--- src/rtl/aarm_pkg.sv ---
// aarm_pkg.sv: shared widths, pipeline lengths and rounding helpers
`timescale 1ns / 1ps
package aarm_pkg;
    localparam int AXIS_W = 16;
    localparam int Q30_W  = 33;
    localparam int OUT_W  = 18;
    localparam logic signed [32:0] ONE_Q30 = 33'sd1073741824;
    localparam logic [34:0] PI_Q32 = 35'd13493037705;

    // cells in each chained unit
    localparam int SQRT_CELLS = 48;   // one root bit per cell, radicand n2 << 32 (< 2^96)
    localparam int DIV_CELLS  = 32;   // quotient bits, 31 needed plus saturation bit
    localparam int POLY_CELLS = 7;    // horner brackets, three stages each
    localparam int SC_LAT     = 1 + 1 + 3 * POLY_CELLS + 1;
    localparam int NORM_LAT   = 1 + SQRT_CELLS + 1 + DIV_CELLS + 1;

    // horner divisors, indexed by k
    function automatic logic [7:0] sin_div(input logic [2:0] k);
        logic [7:0] kk;
        begin
            kk = {5'd0, k};
            return (8'd2 * kk) * (8'd2 * kk + 8'd1);
        end
    endfunction

    function automatic logic [7:0] cos_div(input logic [2:0] k);
        logic [7:0] kk;
        begin
            kk = {5'd0, k};
            return (8'd2 * kk - 8'd1) * (8'd2 * kk);
        end
    endfunction

    // signed q30 product, rounded half away from zero
    function automatic logic signed [32:0] mulq(input logic signed [32:0] a,
                                                input logic signed [32:0] b);
        logic [31:0] ma;
        logic [31:0] mb;
        logic [63:0] p;
        logic [32:0] m;
        begin
            ma = a[32] ? 32'(-a) : a[31:0];
            mb = b[32] ? 32'(-b) : b[31:0];
            p  = ma * mb + 64'd536870912;
            m  = p[62:30];
            return (a[32] ^ b[32]) ? -$signed(m) : $signed(m);
        end
    endfunction

    // q2.30 to saturated q1.16, half away from zero
    function automatic logic [17:0] to_q16(input logic signed [34:0] v);
        logic [34:0] m;
        logic [34:0] r;
        logic [17:0] s;
        begin
            m = v[34] ? 35'(-v) : v;
            r = (m + 35'd8192) >> 14;
            s = (r > 35'd65536) ? 18'd65536 : r[17:0];
            return v[34] ? 18'(-s) : s;
        end
    endfunction
endpackage

--- src/rtl/aarm_div_cell.sv ---
// aarm_div_cell.sv: one quotient bit for three dividends sharing a divisor
`timescale 1ns / 1ps
module aarm_div_cell import aarm_pkg::*; #(
    parameter int SIDE_W = 8
) (
    input  logic              i_clk,
    input  logic [48:0]       i_den,
    input  logic [3*49-1:0]   i_rem,
    input  logic [3*32-1:0]   i_quo,
    input  logic [SIDE_W-1:0] i_side,
    output logic [48:0]       o_den,
    output logic [3*49-1:0]   o_rem,
    output logic [3*32-1:0]   o_quo,
    output logic [SIDE_W-1:0] o_side
);
    logic [49:0] n_sh [3];
    logic [49:0] n_df [3];
    always_comb begin
        for (int j = 0; j < 3; j++) begin
            n_sh[j] = {i_rem[49*j +: 49], 1'b0};
            n_df[j] = n_sh[j] - {1'b0, i_den};
        end
    end
    always_ff @(posedge i_clk) begin
        o_den  <= i_den;
        o_side <= i_side;
        for (int j = 0; j < 3; j++) begin
            if (!n_df[j][49]) begin
                o_rem[49*j +: 49] <= n_df[j][48:0];
                o_quo[32*j +: 32] <= {i_quo[32*j +: 31], 1'b1};
            end else begin
                o_rem[49*j +: 49] <= n_sh[j][48:0];
                o_quo[32*j +: 32] <= {i_quo[32*j +: 31], 1'b0};
            end
        end
    end
endmodule

--- config.mk ---
export PLATFORM = sky130hd
export DESIGN_NAME = aarm_div_cell
export DESIGN_NICKNAME = d
export VERILOG_FILES = /design/src/rtl/aarm_pkg.sv /design/src/rtl/aarm_div_cell.sv
export SDC_FILE = /design/constraint.sdc
export NUM_CORES = 1
export LEC_CHECK = 0
export BUFFER_PORTS_ARGS = -buffer_cell sky130_fd_sc_hd__buf_2
export CAP_MARGIN = 30
export CELL_PAD_IN_SITES_DETAIL_PLACEMENT = 1
export CELL_PAD_IN_SITES_GLOBAL_PLACEMENT = 1
export CORE_AREA = 4 4 229 231
export DETAILED_ROUTE_END_ITERATION = 6
export DIE_AREA = 0 0 233 235
export GPL_TIMING_DRIVEN = 0
export PLACE_DENSITY = 0.8
export SYNTH_ARGS = -nofsm -noshare
export SYNTH_HDL_FRONTEND = slang
export SYNTH_SLANG_ARGS = --single-unit
--- constraint.sdc ---
create_clock -name i_clk -period 3.2 [get_ports i_clk]
set_input_delay 0.16 -clock i_clk [delete_from_list [all_inputs] [get_ports i_clk]]
set_output_delay 0.16 -clock i_clk [all_outputs]
set_load 0.05 [all_outputs]
==> impl_metrics.json <==
{
  "switchingPower_mw": 6.08,
  "p_int_mw": 8.45,
  "yosys_warnings": 0,
  "pre_cts_ws_ps": -1130,
  "core_area_um2": 50100,
  "cp_slowest_stage_delay_ps": 530,
  "routed_wl_um": 81600,
  "min_to": "o_rem[1]",
  "layout_commonest_cell": "buf_2",
  "setup-violations-final": 0,
  "timing.fmax_ghz": 0.324,
  "period_share_pct": 96.3,
  "start_util_pct": 31.8,
  "synth_cell_types": 80,
  "max-cap-violations": 0,
  "syn_inst": 1797,
  "htree_levels": 2,
  "hold_path_depth": 3,
  "gr-usage-met2_pct": 49.9,
  "final_area_um2": 24200,
  "fin_nets": 3176,
  "portBuffers": 597,
  "path_cells": "dlygate4sd3_1 > buf_2 > clkinvlp_4 > ha_4 > and3_1 > and2_1 > and3_1 > nand3_1 > a21oi_1 > a211oi_1 > o21ai_1 > a21oi_4 > xnor2_4 > buf_12 > buf_8 > mux2_2",
  "ys_seq_area_share_pct": 37.7,
  "drv_slew": 0,
  "cts_sinks": 300,
  "irDropWorstVdd_uv": 410,
  "worstSetupEndpointType": "register",
  "gr-total-overflow": 0,
  "die_y_um": 235,
  "synth_edf_count": 0,
  "root_buffer": "clkbuf_16",
  "pwr-share-seq_pct": 30.6,
  "area_growth_syn_to_layout_pct": 51.9,
  "drt_iter0_drc": 849,
  "critPathTopFamily": "buffers and inverters",
  "crit_required_ps": 3620,
  "cp-start-kind": "input pin",
  "hold_slack_ps": 117,
  "combPwrFrac_pct": 41.0,
  "drc": 0,
  "setup_ws_ps": 117,
  "first_pass_iters": 6,
  "cp.arrival_ps": 3500,
  "fillers": 6025,
  "worst_pin_slew_ps": 662,
  "postRouteAntennaNets": 0,
  "die_w_um": 233,
  "fin_crit_ps": 3080,
  "synth-seq-cells": 300,
  "use_met1_pct": 30.7,
  "synth_nets": 2245,
  "p_clk_share_pct": 28.4,
  "dpl_cell_area_um2": 19800,
  "max_slew_margin_pct": 55.9,
  "cts_buffers": 36,
  "grt_max_degree": 14,
  "grt_setup_unrepaired": "true",
  "ios": 601,
  "clockBufferDepth": 3,
  "grt_pass1_vias": 19100,
  "fp.dieArea_um2": 54800,
  "p_leak_nw": 11.5,
  "place_hpwl_um": 60000,
  "vias_per_cell": 5.15,
  "power_density_nw_per_um2": 600,
  "met3_usage_pct": 5.92,
  "wl_per_cell_um": 23.7,
  "worstHoldStart": "i_den[1]",
  "gp_congestion": 0.952,
  "worstPathMaxFanout": 10,
  "track_usage_pct": 28.1,
  "synth-main-ff-cell": "dfxtp_1",
  "dr_total_vias": 17700,
  "outcome": "completed",
  "antenna_found_initial": 23,
  "post_route_cells_drive_above_1_share_pct": 28.0,
  "synthesis.area_um2": 15900,
  "rows": 82,
  "grt_pass1_wl_um": 119000,
  "cp_common_cell": "and3_1",
  "hold_viol": 0,
  "path_buf_inv": 5,
  "syn_avg_cell_area_um2": 8.87,
  "layout_common_cells": "607 x buf_2, 300 x dfxtp_1, 294 x dlygate4sd3_1",
  "utilization_pct": 48.4,
  "worstSetupPathType": "input pin to register",
  "path_clk_slew_ps": 60,
  "hp-class": "input pin to register",
  "cp_slowest_cell": "dlygate4sd3_1",
  "sw_frac_of_total_pct": 41.9,
  "synthArstFlopShare_pct": 0,
  "tritoncts": "yes",
  "busiest_layer": "met2"
}
[state kept, by name, summed over array words and instances (netlist names)]
signal  flops
o_den      49
o_quo      96
o_rem     147
o_side      8
[layout make-up]
| cell class | instances | area (um2) | share of cell area, % |
|---|---|---|---|
| tap | 672 | 841 | 3.47 |
| clock buffer | 47 | 982 | 4.06 |
| clock inverter | 17 | 166 | 0.687 |
| antenna | 21 | 52.6 | 0.217 |
| buffer | 77 | 412 | 1.70 |
| multi-input combinational | 1341 | 9480 | 39.1 |
| timing repair buffer | 896 | 5980 | 24.7 |
| sequential | 300 | 6010 | 24.8 |
| inverter | 76 | 295 | 1.22 |
[layer usage]
metal	up-vias	routed length, um
li1	8299	-
met1	8605	31200
met2	622	40800
met3	210	4760
met4	8	4870
met5	-	45
[worst min-delay path: cells and delay by family]
family,cells,cell delay [ps]
multiplexers,1,70
buffers and inverters,1,180
adder cells (fa/ha/maj),1,200
[cell families (layout without fill, tap and decap cells)]
| group | count (synthesis) | in the layout | share of synthesized area (%) |
|---|---|---|---|
| xor gates and xnor gates | 123 | 123 | 6.80 |
| AOI/OAI and AO/OA | 563 | 563 | 21.9 |
| and+or+nand+nor | 457 | 457 | 13.5 |
| buffers and inverters | 156 | 1113 | 4.10 |
| adders and majority gates | 147 | 147 | 11.7 |
| muxes | 51 | 51 | 4.32 |
| DFF | 300 | 300 | 37.7 |
| other | 0 | 21 | 0 |
[power groups by stage]
stage	Clock, mW	Combinational [mW]	Sequential [mW]
after floorplan	0	1.92	6.42
after global placement	0	5.40	4.50
after detailed placement	0	5.48	4.51
after CTS	4.16	5.82	4.44
after global routing	4.36	6.29	4.49
final	4.12	5.96	4.45
[cell usage after synthesis, types with 27 or more instances]
master	count	area [um2]
ha_1	144	1800
xnor2_1	67	587
nor2_1	70	263
clkbuf_1	53	199
inv_1	75	282
dfxtp_1	300	6010
a21oi_1	165	826
a21o_1	77	578
nand4_1	36	225
mux2_4	32	480
xor2_1	55	482
nand2_1	205	769
o21ai_0	156	781
nor3_1	27	135
[stage by stage]
stage               power, mW  TNS [ps]  std cells
detailed placement       9.98   -133020       3066
finish                   14.5         0       3447
CTS                      14.4         0       3425
floorplan                8.34         0       1797
global placement         9.90   -126840       3066
global route             15.1      -152       3444
[repair_timing]
item,in CTS,in global routing
hold endpoints to repair,297,0
hold buffers,294,0
resized for setup,19,50
pin swaps,2,5
gates cloned,0,0
setup buffers,1,4
setup endpoints to repair,149,143
[worst max-delay path by stage]
stage                           from    endpoint  depth (start not counted)
after floorplan            i_den[22]   o_rem[48]                         13
after global placement      i_den[1]   o_rem[45]                         14
after detailed placement   i_den[11]   o_rem[60]                         13
after CTS                 i_rem[104]  o_rem[144]                         13
after global routing      i_rem[121]  o_rem[133]                         16
final                      i_den[41]   o_rem[19]                         16
No activity file was read; power rests on OpenSTA's default activity.
