### config.mk
export PLATFORM = sky130hd
export DESIGN_NAME = aarm_sqrt_cell
export DESIGN_NICKNAME = d
export VERILOG_FILES = /design/src/rtl/aarm_pkg.sv /design/src/rtl/aarm_sqrt_cell.sv
export SDC_FILE = /design/constraint.sdc
export NUM_CORES = 1
export LEC_CHECK = 0
export ABC_CLOCK_PERIOD_IN_PS = 3620
export BUFFER_PORTS_ARGS = -buffer_cell sky130_fd_sc_hd__clkbuf_2
export CORE_AREA = 2 2 156 158
export DETAILED_ROUTE_END_ITERATION = 8
export DIE_AREA = 0 0 158 160
export GPL_TIMING_DRIVEN = 0
export HOLD_SLACK_MARGIN = 0.12
export RECOVER_POWER = 25
export REMOVE_ABC_BUFFERS = 1
export SLEW_MARGIN = 20
export SYNTH_ARGS = -nofsm -noshare
export SYNTH_HDL_FRONTEND = slang
export SYNTH_SLANG_ARGS = --single-unit
export TNS_END_PERCENT = 50
### constraint.sdc
create_clock -name i_clk -period 3.62 [get_ports i_clk]
set_input_delay 0.543 -clock i_clk [delete_from_list [all_inputs] [get_ports i_clk]]
set_output_delay 0.543 -clock i_clk [all_outputs]
set_load 0.02 [all_outputs]
### src/rtl/aarm_pkg.sv
// aarm_pkg.sv: shared widths, pipeline lengths and rounding helpers
`timescale 1ns / 1ps
package aarm_pkg;
    localparam int AXIS_W = 16;
    localparam int Q30_W  = 33;
    localparam int OUT_W  = 18;
    localparam logic signed [32:0] ONE_Q30 = 33'sd1073741824;
    localparam logic [34:0] PI_Q32 = 35'd13493037705;

    // cells in each chained unit
    localparam int SQRT_CELLS = 48;   // one root bit per cell, radicand n2 << 32 (< 2^96)
    localparam int DIV_CELLS  = 32;   // quotient bits, 31 needed plus saturation bit
    localparam int POLY_CELLS = 7;    // horner brackets, three stages each
    localparam int SC_LAT     = 1 + 1 + 3 * POLY_CELLS + 1;
    localparam int NORM_LAT   = 1 + SQRT_CELLS + 1 + DIV_CELLS + 1;

    // horner divisors, indexed by k
    function automatic logic [7:0] sin_div(input logic [2:0] k);
        logic [7:0] kk;
        begin
            kk = {5'd0, k};
            return (8'd2 * kk) * (8'd2 * kk + 8'd1);
        end
    endfunction

    function automatic logic [7:0] cos_div(input logic [2:0] k);
        logic [7:0] kk;
        begin
            kk = {5'd0, k};
            return (8'd2 * kk - 8'd1) * (8'd2 * kk);
        end
    endfunction

    // signed q30 product, rounded half away from zero
    function automatic logic signed [32:0] mulq(input logic signed [32:0] a,
                                                input logic signed [32:0] b);
        logic [31:0] ma;
        logic [31:0] mb;
        logic [63:0] p;
        logic [32:0] m;
        begin
            ma = a[32] ? 32'(-a) : a[31:0];
            mb = b[32] ? 32'(-b) : b[31:0];
            p  = ma * mb + 64'd536870912;
            m  = p[62:30];
            return (a[32] ^ b[32]) ? -$signed(m) : $signed(m);
        end
    endfunction

    // q2.30 to saturated q1.16, half away from zero
    function automatic logic [17:0] to_q16(input logic signed [34:0] v);
        logic [34:0] m;
        logic [34:0] r;
        logic [17:0] s;
        begin
            m = v[34] ? 35'(-v) : v;
            r = (m + 35'd8192) >> 14;
            s = (r > 35'd65536) ? 18'd65536 : r[17:0];
            return v[34] ? 18'(-s) : s;
        end
    endfunction
endpackage

### src/rtl/aarm_sqrt_cell.sv
// aarm_sqrt_cell.sv: one bit of the restoring square root with side data carried along
`timescale 1ns / 1ps
module aarm_sqrt_cell import aarm_pkg::*; #(
    parameter int STEP = 0,
    parameter int SIDE_W = 8
) (
    input  logic              i_clk,
    input  logic [95:0]       i_rad,
    input  logic [48:0]       i_rem,
    input  logic [47:0]       i_root,
    input  logic [SIDE_W-1:0] i_side,
    output logic [95:0]       o_rad,
    output logic [48:0]       o_rem,
    output logic [47:0]       o_root,
    output logic [SIDE_W-1:0] o_side
);
    localparam int SH = 94 - 2 * STEP;
    logic [50:0] n_trial;
    logic [50:0] n_cur;
    always_comb begin
        n_cur   = {i_rem, i_rad[SH +: 2]};
        n_trial = n_cur - {1'b0, i_root, 2'b01};
    end
    always_ff @(posedge i_clk) begin
        o_rad  <= i_rad;
        o_side <= i_side;
        if (!n_trial[50]) begin
            o_rem  <= n_trial[48:0];
            o_root <= {i_root[46:0], 1'b1};
        end else begin
            o_rem  <= n_cur[48:0];
            o_root <= {i_root[46:0], 1'b0};
        end
    end
endmodule

==> metrics.md <==
| Metric | Value |
|---|---|
| CTS tree | `done` |
| Fin area | `11700 µm²` |
| Core ar. | `23800 µm²` |
| Logic pwr share | `0.246` |
| Nature of the critical path endpoint | `flop` |
| H-Tree Depth | `1` |
| Status | `completed` |
| Largest net degree at the start of global routing | `16` |
| Antenna violations before repair | `2` |
| Worst-margin pin slew | `426 ps` |
| Fmax | `292 MHz` |
| Total CTS buffers | `23` |
| Vias in the first global route | `7006` |
| DRT iter0 DRCs | `274` |
| Root Buffer | `clkbuf_16` |
| Pwr/cell area | `563 nW/µm²` |
| Port bufs | `402` |
| Placed cells | `1391` |
| Vias per cell | `4.51` |
| DP Worst Slack | `-1050 ps` |
| Gr ovfl total | `0` |
| Crit-path max FO | `15` |
| Layout area overhead | `55.2%` |
| Filler cells | `2226` |
| HP Start | `i_rad[80]` |
| PnR Total Power | `6.60 mW` |
| Hold Path End | `o_rad[80]` |
| Hpwl dp | `20.3 mm` |
| GP Congestion | `0.839` |
| Seq cells post-synth | `201` |
| Post-synth EDFFs | `0` |
| RSZ-0062 raised after global routing | `no` |
| Setup violations, final | `0` |
| Initial Util | `0.317` |
| Finished Layout Cells | `1522` |
| Max cap viols | `0` |
| Sequential share of power | `0.378` |
| Critical path cell sequence | `clkbuf_2 > inv_1 > ha_2 > a21oi_2 > o21ai_1 > a311o_1 > a221o_1 > a21oi_1 > o21ai_1 > and2_4 > and3_4 > o41ai_4 > xor2_4 > buf_6 > buf_16 > mux2_4` |
| Final Hold Vio Count | `0` |
| Mapped Area | `7560 µm²` |
| DRC violations left | `0` |
| Final #Nets | `1435` |
| First-pass GRT wire length | `38.7 mm` |
| Total Wirelength | `26.7 mm` |
| Primary FF master, synth | `dfxtp_1` |
| Final slew viol count | `0` |
| WHS Path Cells | `1` |
| Syn Area/Cell | `11.2 µm²` |
| Synth Warn # | `0` |
| Crit path buf inv count | `4` |
| Final worst path period need | `3430 ps` |
| Die W | `158 µm` |
| Die height | `160 µm` |
| Worst slew margin | `0.715` |
| Slowest CP cell | `a311o_1` |
| DRT antenna net count | `0` |
| Worst vdd ir | `0.000374 V` |
| Total clock sinks | `201` |
| Min-Delay Path Class | `primary input to flop` |
| Drt pass-1 iters | `6` |
| Clk pwr share | `0.376` |
| Largest stage delay, worst path | `360 ps` |
| Register area share after synthesis | `0.532` |
| Placed Instance Area | `9970 µm²` |
| Async S/R FF share, synth | `0` |
| Clock transition at path regs | `60 ps` |
| Int Power | `4.69 mW` |
| Setup ws final | `192 ps` |
| Routed len/inst | `17.5 µm` |
| DR vias | `6860` |
| Number of placed I/O pins | `403` |
| Met3 Wirelength | `3.58 mm` |
| Final Core Density | `0.492` |
| Row Count | `57` |
| NetSw | `1.91 mW` |
| Share of post-route cells with drive strength above 1 | `0.396` |
| GRT Util Overall | `0.199` |
| Delay-heaviest family, CP | `compound AO/OA/AOI/OAI gates` |
| N_diodes | `0` |
| WP data arrival | `3820 ps` |
| Cells after Synth | `676` |
| WS Path Type | `primary input to flop` |
| Switching share of power | `0.289` |
| Met2 WL | `12.7 mm` |
| Crit-path most repeated cell | `o21ai_1` |
| Worst setup SP type | `primary input` |
| Max Used Layer | `met5` |
| Worst endpoint required time | `4010 ps` |
| Die ar. | `25300 µm²` |
| Clock Path Buffers | `3` |
| WL met1 | `9.64 mm` |
| Post-synth cell types | `54` |
| Final Cycle Share | `0.947` |
| Leakage | `5.92 nW` |
-- kinds of logic after synthesis --
| group | share of synthesized area |
|---|---|
| adder cells (fa/ha/maj) | 0.0811 |
| XOR/XNOR | 0.0566 |
| flip-flops | 0.532 |
| AND/OR/NAND/NOR | 0.0707 |
| AO/OA/AOI/OAI | 0.126 |
| buffers and inverters | 0.0422 |
| multiplexers | 0.0911 |
-- final cells by class --
cell class / count / area, µm² / share of cell area
Tap cell: 324 / 405 / 0.0346
Clock inverter: 12 / 183 / 0.0156
Timing Repair Buffer: 497 / 2970 / 0.253
Multi-Input combinational cell: 402 / 3310 / 0.282
Sequential cell: 201 / 4020 / 0.343
Clock buffer: 27 / 621 / 0.0529
Inverter: 59 / 221 / 0.0189
-- what timing repair did --
action | CTS | global route
setup endpoints to repair | 49 | 47
setup buffers | 7 | 1
gates resized for setup | 14 | 4
pin swaps | 4 | 4
hold buffers | 81 | 3
hold endpoints to repair | 81 | 3
-- synthesized netlist by cell type (8+ instances only) --
master	instances	area share
ha_1	49	0.081
nand4_1	13	0.011
a21oi_1	49	0.032
dfxtp_1	201	0.53
clkbuf_1	8	0.0040
inv_1	59	0.029
nand2_1	35	0.017
nor2_1	31	0.015
nand3_1	8	0.0053
o21ai_0	24	0.016
a21o_1	24	0.024
xnor2_1	24	0.028
xor2_1	23	0.027
mux2_4	40	0.079
-- worst max-delay path by stage --
stage,from,end,slack (ps),cells after the start
5_1_grt,i_root[17],o_rem[8],8,15
6_report,i_root[27],o_rem[10],190,16
2_1_floorplan,i_root[27],o_rem[42],-1600,13
3_3_place_gp,i_root[3],o_rem[38],-3240,14
3_5_place_dp,i_rad[94],o_rem[38],-1050,16
4_1_cts,i_root[3],o_rem[10],9,15
-- sequential cells by signal (all words and copies together) (netlist names) --
signal	count
o_rem	49
o_side	8
o_rad	96
o_root	48
-- per-layer routing --
layer  global-route usage  vias up
met5                    0        -
met4               0.0631        4
met3               0.0999       42
met2                0.343      299
met1                0.209     3163
li1                     -     3352
-- per-stage QoR --
step                      hold WS [ps]  setup TNS [ps]
after floorplan                    571          -77770
after global placement             646         -158840
after detailed placement           647          -42540
after CTS                          120               0
after global routing               122               0
final                              144               0
-- power groups by stage --
stage,Sequential [mW],Combinational (mW),Clock (mW)
2_1_floorplan,2.83,0.673,0
3_3_place_gp,2.54,1.49,0
3_5_place_dp,2.54,1.50,0
4_1_cts,2.50,1.63,2.54
5_1_grt,2.52,1.74,2.64
6_report,2.50,1.62,2.48
-- placed cells by master (no fill, tap or decap), drive strengths merged, types with 5 or more instances in the layout --
cell         synthesis  layout
clkbuf               8     429
dfxtp              201     201
dlygate4sd3          0      84
inv                 59      62
a21oi               50      50
ha                  49      49
mux2                46      46
nand2               35      35
nor2                31      31
o21ai               25      25
a21o                24      24
xnor2               24      24
xor2                24      24
nand4               13      13
buf                  6      11
nand3                8       8
o21bai               6       6
o21a                 5       5
(Power assumes the default switching activity.)
